**src/hw/rtl/jsu_pkg.sv**
```systemverilog
// ----------------------------------------------------------------------------
// jsu_pkg
// Shared types, constants and helpers of the JSON string unescape core.
// ----------------------------------------------------------------------------
package jsu_pkg;

    localparam int QueueDepth = 2;

    localparam int JobBytes = 4;

    localparam logic [7:0] ChBsl   = 8'h5C;
    localparam logic [7:0] ChN     = 8'h6E;
    localparam logic [7:0] ChR     = 8'h72;
    localparam logic [7:0] ChT     = 8'h74;
    localparam logic [7:0] ChB     = 8'h62;
    localparam logic [7:0] ChF     = 8'h66;
    localparam logic [7:0] ChU     = 8'h75;
    localparam logic [7:0] ChLf    = 8'h0A;
    localparam logic [7:0] ChCr    = 8'h0D;
    localparam logic [7:0] ChTab   = 8'h09;

    localparam logic [7:0]  Utf8Lead2 = 8'hC0;
    localparam logic [7:0]  Utf8Lead3 = 8'hE0;
    localparam logic [7:0]  Utf8Cont  = 8'h80;
    localparam logic [7:0]  Utf8Mask  = 8'h3F;
    localparam logic [15:0] Utf8Lim1  = 16'h0080;
    localparam logic [15:0] Utf8Lim2  = 16'h0800;

    typedef enum logic [2:0] {
        MODE_TEXT = 3'b001,
        MODE_ESC  = 3'b010,
        MODE_HEX  = 3'b100
    } t_mode;

    // one classified input beat: up to four output bytes
    typedef struct packed {
        logic [JobBytes-1:0][7:0] bytes;
        logic [2:0]               beats;
        logic                     bvalid;
        logic                     last;
    } t_job;

    // {ok, value}
    function automatic logic [4:0] hex_val(input logic [7:0] c);
        logic [4:0] r;
        r = 5'd0;
        if (c >= 8'h30 && c <= 8'h39) begin
            r = {1'b1, c[3:0]};
        end else if ((c >= 8'h61 && c <= 8'h66) || (c >= 8'h41 && c <= 8'h46)) begin
            r = {1'b1, c[3:0] + 4'd9};
        end
        return r;
    endfunction

endpackage

```
**src/hw/rtl/jsu_front.sv**
```systemverilog
// ----------------------------------------------------------------------------
// jsu_front
// Accepts raw bytes, tracks escape state and turns each byte into a job
// of zero to four output bytes for the back end.
// ----------------------------------------------------------------------------
module jsu_front (
    input  logic        i_clk,
    input  logic        i_rst_n,
    input  logic        i_valid,
    output logic        o_ready,
    input  logic [7:0]  i_char_in,
    input  logic        i_last_char,
    input  logic        i_full,
    output logic        o_push,
    output jsu_pkg::t_job o_job
);

    jsu_pkg::t_mode   r_mode, n_mode;
    logic [1:0]       r_hex_cnt, n_hex_cnt;
    logic [2:0][7:0]  r_held;
    logic             hold_we;
    logic [4:0]       hv;
    logic             ok;
    logic [15:0]      cp;
    logic [4:0]       h0, h1, h2;
    logic             text_esc;
    logic             take;
    jsu_pkg::t_job    job;

    assign take     = i_valid && o_ready;
    assign o_ready  = !i_full;
    assign hv       = jsu_pkg::hex_val(i_char_in);
    assign ok       = hv[4];
    assign text_esc = (i_char_in == jsu_pkg::ChBsl) && !i_last_char;

    assign h0 = jsu_pkg::hex_val(r_held[0]);
    assign h1 = jsu_pkg::hex_val(r_held[1]);
    assign h2 = jsu_pkg::hex_val(r_held[2]);
    assign cp = {h0[3:0], h1[3:0], h2[3:0], hv[3:0]};

    always_comb begin
        n_mode     = r_mode;
        n_hex_cnt  = r_hex_cnt;
        hold_we    = 1'b0;
        job        = '0;
        job.bvalid = 1'b1;
        job.last   = i_last_char;
        unique case (r_mode)
            jsu_pkg::MODE_ESC: begin
                n_mode = jsu_pkg::MODE_TEXT;
                job.beats = 3'd1;
                unique case (i_char_in)
                    jsu_pkg::ChN: job.bytes[0] = jsu_pkg::ChLf;
                    jsu_pkg::ChR: job.bytes[0] = jsu_pkg::ChCr;
                    jsu_pkg::ChT: job.bytes[0] = jsu_pkg::ChTab;
                    jsu_pkg::ChB, jsu_pkg::ChF: job.beats = 3'd0;
                    jsu_pkg::ChU: begin
                        job.beats = 3'd0;
                        n_mode    = jsu_pkg::MODE_HEX;
                        n_hex_cnt = 2'd0;
                    end
                    default: job.bytes[0] = i_char_in;
                endcase
            end
            jsu_pkg::MODE_HEX: begin
                if (ok && r_hex_cnt == 2'd3) begin
                    n_mode    = jsu_pkg::MODE_TEXT;
                    n_hex_cnt = 2'd0;
                    if (cp < jsu_pkg::Utf8Lim1) begin
                        job.beats    = 3'd1;
                        job.bytes[0] = cp[7:0];
                    end else if (cp < jsu_pkg::Utf8Lim2) begin
                        job.beats    = 3'd2;
                        job.bytes[0] = jsu_pkg::Utf8Lead2 | {3'd0, cp[10:6]};
                        job.bytes[1] = jsu_pkg::Utf8Cont | ({2'd0, cp[5:0]} & jsu_pkg::Utf8Mask);
                    end else begin
                        job.beats    = 3'd3;
                        job.bytes[0] = jsu_pkg::Utf8Lead3 | {4'd0, cp[15:12]};
                        job.bytes[1] = jsu_pkg::Utf8Cont | ({2'd0, cp[11:6]} & jsu_pkg::Utf8Mask);
                        job.bytes[2] = jsu_pkg::Utf8Cont | ({2'd0, cp[5:0]} & jsu_pkg::Utf8Mask);
                    end
                end else if (ok && !i_last_char) begin
                    hold_we   = 1'b1;
                    n_hex_cnt = r_hex_cnt + 2'd1;
                end else begin
                    // abandoned \u: replay held digits, then the byte as text unless it opens an escape
                    n_mode    = text_esc ? jsu_pkg::MODE_ESC : jsu_pkg::MODE_TEXT;
                    n_hex_cnt = 2'd0;
                    for (int k = 0; k < 3; k++) begin
                        job.bytes[k] = (2'(k) < r_hex_cnt) ? r_held[k] : i_char_in;
                    end
                    job.bytes[3] = i_char_in;
                    job.beats    = {1'b0, r_hex_cnt} + {2'd0, !text_esc};
                end
            end
            default: begin
                n_mode       = text_esc ? jsu_pkg::MODE_ESC : jsu_pkg::MODE_TEXT;
                job.bytes[0] = i_char_in;
                job.beats    = {2'd0, !text_esc};
            end
        endcase
        if (i_last_char) begin
            n_mode    = jsu_pkg::MODE_TEXT;
            n_hex_cnt = 2'd0;
            if (job.beats == 3'd0) begin
                job.beats    = 3'd1;
                job.bvalid   = 1'b0;
                job.bytes[0] = 8'd0;
            end
        end
    end

    assign o_job  = job;
    assign o_push = take && (job.beats != 3'd0);

    always_ff @(posedge i_clk) begin
        if (!i_rst_n) begin
            r_mode    <= jsu_pkg::MODE_TEXT;
            r_hex_cnt <= 2'd0;
        end else if (take) begin
            r_mode    <= n_mode;
            r_hex_cnt <= n_hex_cnt;
        end
    end

    always_ff @(posedge i_clk) begin
        if (take && hold_we) begin
            r_held[r_hex_cnt] <= i_char_in;
        end
    end

    a_cnt_in_hex: assert property (@(posedge i_clk) disable iff (!i_rst_n)
        (r_hex_cnt != 2'd0) |-> (r_mode == jsu_pkg::MODE_HEX))
        else $error("hex digits held outside \\u");

    a_push_nonempty: assert property (@(posedge i_clk) disable iff (!i_rst_n)
        o_push |-> (o_job.beats != 3'd0 && o_job.beats <= 3'd4))
        else $error("job beat count out of range");

    a_last_resets: assert property (@(posedge i_clk) disable iff (!i_rst_n)
        (take && i_last_char) |=> (r_mode == jsu_pkg::MODE_TEXT && r_hex_cnt == 2'd0))
        else $error("state not cleared at string end");

endmodule

```
**src/hw/rtl/jsu_queue.sv**
```systemverilog
// ----------------------------------------------------------------------------
// jsu_queue
// Short FIFO of jobs between the front and back ends.
// ----------------------------------------------------------------------------
module jsu_queue #(
    parameter int DEPTH = jsu_pkg::QueueDepth
) (
    input  logic          i_clk,
    input  logic          i_rst_n,
    input  logic          i_push,
    input  jsu_pkg::t_job i_job,
    input  logic          i_pop,
    output jsu_pkg::t_job o_head,
    output logic          o_full,
    output logic          o_empty
);

    localparam int PW = (DEPTH > 1) ? $clog2(DEPTH) : 1;
    localparam int CW = $clog2(DEPTH + 1);

    jsu_pkg::t_job  r_mem [DEPTH];
    logic [PW-1:0]  r_wr, r_rd;
    logic [CW-1:0]  r_cnt;

    assign o_full  = (r_cnt == CW'(DEPTH));
    assign o_empty = (r_cnt == '0);
    assign o_head  = r_mem[r_rd];

    always_ff @(posedge i_clk) begin
        if (i_push) begin
            r_mem[r_wr] <= i_job;
        end
    end

    always_ff @(posedge i_clk) begin
        if (!i_rst_n) begin
            r_wr  <= '0;
            r_rd  <= '0;
            r_cnt <= '0;
        end else begin
            if (i_push) begin
                r_wr <= (r_wr == PW'(DEPTH - 1)) ? '0 : r_wr + PW'(1);
            end
            if (i_pop) begin
                r_rd <= (r_rd == PW'(DEPTH - 1)) ? '0 : r_rd + PW'(1);
            end
            if (i_push && !i_pop) begin
                r_cnt <= r_cnt + CW'(1);
            end else if (!i_push && i_pop) begin
                r_cnt <= r_cnt - CW'(1);
            end
        end
    end

endmodule

```
**src/hw/rtl/jsu_back.sv**
```systemverilog
// ----------------------------------------------------------------------------
// jsu_back
// Walks the head job one byte per beat into the output register.
// ----------------------------------------------------------------------------
module jsu_back (
    input  logic          i_clk,
    input  logic          i_rst_n,
    input  jsu_pkg::t_job i_head,
    input  logic          i_empty,
    output logic          o_pop,
    output logic          o_valid,
    input  logic          i_ready,
    output logic [7:0]    o_byte_out,
    output logic          o_byte_valid,
    output logic          o_run_last,
    output logic          o_string_end
);

    logic [1:0] r_idx;
    logic       r_valid;
    logic [7:0] r_byte;
    logic       r_bvalid, r_run_last, r_str_end;
    logic       load;
    logic       last_beat;

    assign load      = !i_empty && (!r_valid || i_ready);
    assign last_beat = ({1'b0, r_idx} == (i_head.beats - 3'd1));
    assign o_pop     = load && last_beat;

    always_ff @(posedge i_clk) begin
        if (!i_rst_n) begin
            r_valid <= 1'b0;
            r_idx   <= 2'd0;
        end else begin
            if (load) begin
                r_valid <= 1'b1;
                r_idx   <= last_beat ? 2'd0 : r_idx + 2'd1;
            end else if (i_ready) begin
                r_valid <= 1'b0;
            end
        end
    end

    always_ff @(posedge i_clk) begin
        if (load) begin
            r_byte     <= i_head.bytes[r_idx];
            r_bvalid   <= i_head.bvalid;
            r_run_last <= last_beat;
            r_str_end  <= last_beat && i_head.last;
        end
    end

    assign o_valid      = r_valid;
    assign o_byte_out   = r_byte;
    assign o_byte_valid = r_bvalid;
    assign o_run_last   = r_run_last;
    assign o_string_end = r_str_end;

    a_end_is_run_last: assert property (@(posedge i_clk) disable iff (!i_rst_n)
        (o_valid && o_string_end) |-> o_run_last)
        else $error("string end not on last beat of run");

    a_bare_is_end: assert property (@(posedge i_clk) disable iff (!i_rst_n)
        (o_valid && !o_byte_valid) |-> (o_string_end && o_byte_out == 8'd0))
        else $error("bare marker not at string end");

endmodule

```
**src/hw/rtl/json_string_unescape_core.sv**
```systemverilog
// ----------------------------------------------------------------------------
// json_string_unescape_core
// Streaming JSON string unescaper with UTF-8 output for \u escapes.
//
//   channel | dir | handshake           | payload
//   --------+-----+---------------------+-----------------------------------
//   in      | in  | i_valid / o_ready   | i_char_in, i_last_char
//   out     | out | o_valid / i_ready   | o_byte_out, o_byte_valid,
//           |     |                     | o_run_last, o_string_end
//
// One input beat per cycle while the job FIFO has room; each beat yields
// 0 to 4 output beats, drained one per cycle by the back end while i_ready is
// high. An accepted beat's job enters the job FIFO and then the output register
// (raising o_valid) if the register is free. o_ready drops only when the
// QUEUE_DEPTH job FIFO is full: the back end drains a multi-byte job or i_ready
// is held low. Synchronous active-low reset clears control state.
// ----------------------------------------------------------------------------
module json_string_unescape_core #(
    parameter int QUEUE_DEPTH = jsu_pkg::QueueDepth
) (
    input  logic       i_clk,
    input  logic       i_rst_n,
    input  logic       i_valid,
    output logic       o_ready,
    input  logic [7:0] i_char_in,
    input  logic       i_last_char,
    output logic       o_valid,
    input  logic       i_ready,
    output logic [7:0] o_byte_out,
    output logic       o_byte_valid,
    output logic       o_run_last,
    output logic       o_string_end
);

    jsu_pkg::t_job push_job, head_job;
    logic          push, pop, full, empty;

    jsu_front u_front (
        .i_clk       (i_clk),
        .i_rst_n     (i_rst_n),
        .i_valid     (i_valid),
        .o_ready     (o_ready),
        .i_char_in   (i_char_in),
        .i_last_char (i_last_char),
        .i_full      (full),
        .o_push      (push),
        .o_job       (push_job)
    );

    jsu_queue #(
        .DEPTH (QUEUE_DEPTH)
    ) u_queue (
        .i_clk   (i_clk),
        .i_rst_n (i_rst_n),
        .i_push  (push),
        .i_job   (push_job),
        .i_pop   (pop),
        .o_head  (head_job),
        .o_full  (full),
        .o_empty (empty)
    );

    jsu_back u_back (
        .i_clk        (i_clk),
        .i_rst_n      (i_rst_n),
        .i_head       (head_job),
        .i_empty      (empty),
        .o_pop        (pop),
        .o_valid      (o_valid),
        .i_ready      (i_ready),
        .o_byte_out   (o_byte_out),
        .o_byte_valid (o_byte_valid),
        .o_run_last   (o_run_last),
        .o_string_end (o_string_end)
    );

endmodule
```
**config.mk**
```make
export PLATFORM = sky130hd
export DESIGN_NAME = json_string_unescape_core
export DESIGN_NICKNAME = d
export VERILOG_FILES = /design/src/hw/rtl/jsu_pkg.sv /design/src/hw/rtl/jsu_front.sv /design/src/hw/rtl/jsu_queue.sv /design/src/hw/rtl/jsu_back.sv /design/src/hw/rtl/json_string_unescape_core.sv
export SDC_FILE = /design/constraint.sdc
export NUM_CORES = 1
export LEC_CHECK = 0
export ABC_AREA = 1
export BUFFER_PORTS_ARGS = -buffer_cell sky130_fd_sc_hd__buf_2
export CAP_MARGIN = 40
export CORE_MARGIN = 10
export CORE_UTILIZATION = 62
export DETAILED_ROUTE_END_ITERATION = 8
export PLACE_DENSITY_LB_ADDON = 0.3
export SLEW_MARGIN = 40
export SYNTH_ARGS = -nofsm -noshare
export SYNTH_HDL_FRONTEND = slang
export SYNTH_SLANG_ARGS = --single-unit
```
**constraint.sdc**
```tcl
create_clock -name i_clk -period 4.34 [get_ports i_clk]
set_clock_uncertainty 0.05 [all_clocks]
set_input_delay 0.217 -clock i_clk [delete_from_list [all_inputs] [get_ports i_clk]]
set_output_delay 0.217 -clock i_clk [all_outputs]
set_load 0.01 [all_outputs]
```
==> run summary <==
status: complete, no violations
vias in the first global route: 5539
Arr. time, crit path: 3.93 ns
Crit. Startpoint: i_char_in[0]
Yosys cell types: 47
Slew HR: 38.7%
switch share: 30.5%
IO buf count: 25
Ports: 26
Hold Slack: 0.0272 ns
H-tree depth: 4
final hold vios: 0
Layout Area Growth over Synthesis: 13.3%
Leakage: 3.14 nW
power share of the combinational group: 22.5%
setup slack after layout: 0.772 ns
ys async rst share: 0%
starting density of the core: 63.1%
CP startpoint kind: input port
worst-path cell chain: dlygate4sd3_1, buf_2, inv_1, ha_1, inv_1, nor4_1, inv_1, ha_1, ha_1, inv_1, o21ai_2, a21oi_4, nand3_2, nand2_1, inv_1, ha_1, a21oi_1, o21ai_0, o21ai_0, a21oi_1
Clock Latency Late Sink: 0.53 ns
layout cell share with drive strength beyond 1: 14.5%
Final Net Count: 811
internal cell power: 2.71 mW
Max Cap Violations: 0
GP Congestion: 0.990
pwr dens: 505 mW/mm^2
Max stage delay on crit path: 0.54 ns
TritonCTS Buffers: 17
syn_nets: 777
Critical R2R Capture: u_queue.r_cnt[1]$_SDFFE_PN0P_
Critical path destination: u_queue.r_cnt[1]$_SDFFE_PN0P_
Antenna Nets Post-Route: 0
Cell Area, Synth: 0.00681 sq mm
Iteration-0 DRC Markers: 806
Period minus WS final: 3.57 ns
drt pass-1 iters: 5
post-route clock period utilization: 82.2%
Yosys Warn Count: 0
slowest cell on the critical path: dlygate4sd3_1
CTS max path bufs: 2
Hold/Removal Path Class: input port to register
Area after DPL: 0.00707 sq mm
Crit Path Max Fanout: 11
register area share after synthesis: 51.9%
Worst setup EP type: register
post-synthesis cell count: 739
FF-to-FF setup slack: 0.83 ns
final setup fails: 0
ANT cells: 0
Post-CTS Resized: 0
largest net degree at the start of global routing: 39
WL/cell: 20.5 um
actual slew at the worst max-slew pin: 0.912 ns
CTS tree: done
antenna violations before repair: 0
final WL: 19000 um
worst r2r src: u_front.r_held[16]$_DFFE_PP_
Core Rows: 38
DR vias/cell: 6.09
Vias: 5643
setup_tns: 0 ns
Overall Global Routing Usage: 24.5%
Reg2Reg Depth: 18
fin area: 0.00772 sq mm
fmax: 0.280 GHz
first-pass GRT wire length: 30000 um
WS Path Type: input port to register
clock slew at reported path FFs: 0.06 ns
CP Data Required Time: 4.71 ns
core area: 0.0108 sq mm
Peak VDD IR: 598 uV
top_reg_cell synth: edfxtp_1
#FFs+latches synth: 122
post-DP HPWL: 13300 um
die height: 125 um
switching power: 1.19 mW
most used cell, CP: inv_1
# DRC: 0
pre-CTS setup slack: 0.819 ns
Hold Path Depth: 1
Root Buffer: clkbuf_8
sequential power share: 41.4%
RSZ-0062 raised after global routing: false
Post-synth EDFFs: 109
total die area: 0.0156 sq mm
syn avg cell area: 9.22 sq um
Die W: 125 um
TritonCTS Sinks: 122
Slew Limit Fails: 0
part of the power in the clock network: 36.0%
GRT overflow: 0
[cells in the final DEF, fill, tap and decap left out, types with 3 or more instances in the layout]
| cell type | netlist | layout |
|---|---|---|
| a211oi_1 | 6 | 6 |
| a21boi_0 | 5 | 5 |
| a21oi_1 | 35 | 35 |
| a31oi_1 | 10 | 10 |
| buf_2 | 5 | 25 |
| buf_4 | 1 | 6 |
| bufinv_16 | 0 | 3 |
| clkbuf_16 | 0 | 16 |
| clkbuf_8 | 0 | 3 |
| clkinv_1 | 3 | 4 |
| clkinvlp_4 | 0 | 3 |
| dfxtp_1 | 13 | 13 |
| dlygate4sd3_1 | 0 | 6 |
| edfxtp_1 | 109 | 109 |
| ha_1 | 25 | 25 |
| inv_1 | 81 | 80 |
| inv_2 | 9 | 10 |
| mux2i_1 | 5 | 5 |
| nand2_1 | 100 | 100 |
| nand2_2 | 12 | 12 |
| nand2_4 | 3 | 3 |
| nand3_1 | 29 | 29 |
| nand3_2 | 5 | 5 |
| nand4_1 | 6 | 6 |
| nor2_1 | 119 | 118 |
| nor2_4 | 3 | 4 |
| nor3_1 | 10 | 10 |
| o211ai_1 | 11 | 11 |
| o21ai_0 | 69 | 69 |
| o21ai_2 | 8 | 8 |
| o221ai_1 | 6 | 6 |
| o22ai_1 | 9 | 9 |
| xor2_1 | 7 | 7 |
[how the worst min path moves through the flow]
stage | from | end | slack (ns)
floorplan | i_char_in[0] | u_front.r_held[0]$_DFFE_PP_ | 0.27
global placement | u_front.r_mode[1]$_SDFFE_PN0P_ | u_front.r_mode[1]$_SDFFE_PN0P_ | 0.41
detailed placement | u_queue.r_cnt[1]$_SDFFE_PN0P_ | u_queue.r_cnt[1]$_SDFFE_PN0P_ | 0.43
CTS | i_char_in[4] | u_front.r_held[4]$_DFFE_PP_ | 0.01
global route | i_char_in[4] | u_front.r_held[12]$_DFFE_PP_ | 0.01
finish | i_char_in[4] | u_front.r_held[4]$_DFFE_PP_ | 0.03
[power groups by stage]
stage,registers (mW),clock network (mW),logic (mW)
floorplan,1.63,0,0.560
global placement,1.63,0,0.813
detailed placement,1.63,0,0.853
CTS,1.61,1.42,0.874
global route,1.63,1.49,0.975
finish,1.61,1.40,0.878
[registers in the layout (all words and copies together), names as in the netlist, named ones only]
register             count
u_queue.r_cnt            2
u_back.o_byte_out        8
u_queue.r_mem           74
u_back.o_valid           1
u_back.r_idx             2
u_back.o_string_end      1
u_queue.r_rd             1
u_queue.r_wr             1
u_back.o_byte_valid      1
u_front.r_mode           3
u_front.r_held          24
u_back.o_run_last        1
u_front.r_hex_cnt        2
[area by class of cell]
type / count / area (sq um)
inverters: 95 / 364
clock buffers: 21 / 449
repair buffers: 37 / 230
flip-flops and latches: 122 / 3530
fillers: 782 / 3070
multi-input cells: 500 / 2820
clock inverters: 11 / 144
well taps: 140 / 175
[logic make-up after synthesis]
group | count (synthesis) | share of synthesized area (%)
xor+xnor | 9 | 1.16
buf+inv | 117 | 6.81
fa+ha+maj | 25 | 4.59
flops | 122 | 51.9
mux | 5 | 0.735
simple gates | 296 | 20.3
compound gates | 165 | 14.5
[worst max-delay path: cells and delay by family]
family	cells	cell delay, ns
AND/OR/NAND/NOR	3	0.70
buffers and inverters	7	1.26
AO/OA/AOI/OAI	6	0.72
adder cells (fa/ha/maj)	4	1.03
[metrics by stage]
stage	total power, mW	utilization (%)	std cells
global placement	2.44	65.5	888
CTS	3.91	71.5	926
detailed placement	2.49	65.5	888
finish	3.90	71.5	926
global route	4.09	71.5	926
floorplan	2.19	-	739
[layer usage]
metal	part of all wire, %	up-vias	track usage, %
li1	-	2616	-
met1	40	2637	30.3
met2	49	337	40.9
met3	7.5	53	5.15
met4	2.8	0	9.42
met5	0	-	0
[synthesized netlist by cell type, types with 2 or more instances]
cell type  number  area [sq um]
nor2_1        119           447
edfxtp_1      109          3270
nand2_1       100           375
inv_1          81           304
o21ai_0        69           345
a21oi_1        35           175
nand3_1        29           145
ha_1           25           313
dfxtp_1        13           260
clkbuf_1       12          45.0
nand2_2        12          75.1
o211ai_1       11          82.6
a31oi_1        10          62.6
nor3_1         10          50.1
inv_2           9          33.8
o22ai_1         9          56.3
o21ai_2         8          70.1
xor2_1          7          61.3
a211oi_1        6          45.0
nand4_1         6          37.5
o221ai_1        6          52.6
a21boi_0        5          37.5
buf_2           5          25.0
mux2i_1         5          50.1
nand3_2         5          50.1
buf_1           3          11.3
clkinv_1        3          11.3
nand2_4         3          33.8
nor2_4          3          33.8
a21oi_4         2          32.5
nor3_4          2          32.5
xnor2_1         2          17.5
[repair_timing]
item	in CTS	in global routing
endpoints found under the hold margin	13	0
hold buffers	6	0
setup buffers	0	0
No activity file was read; power rests on OpenSTA's default activity.
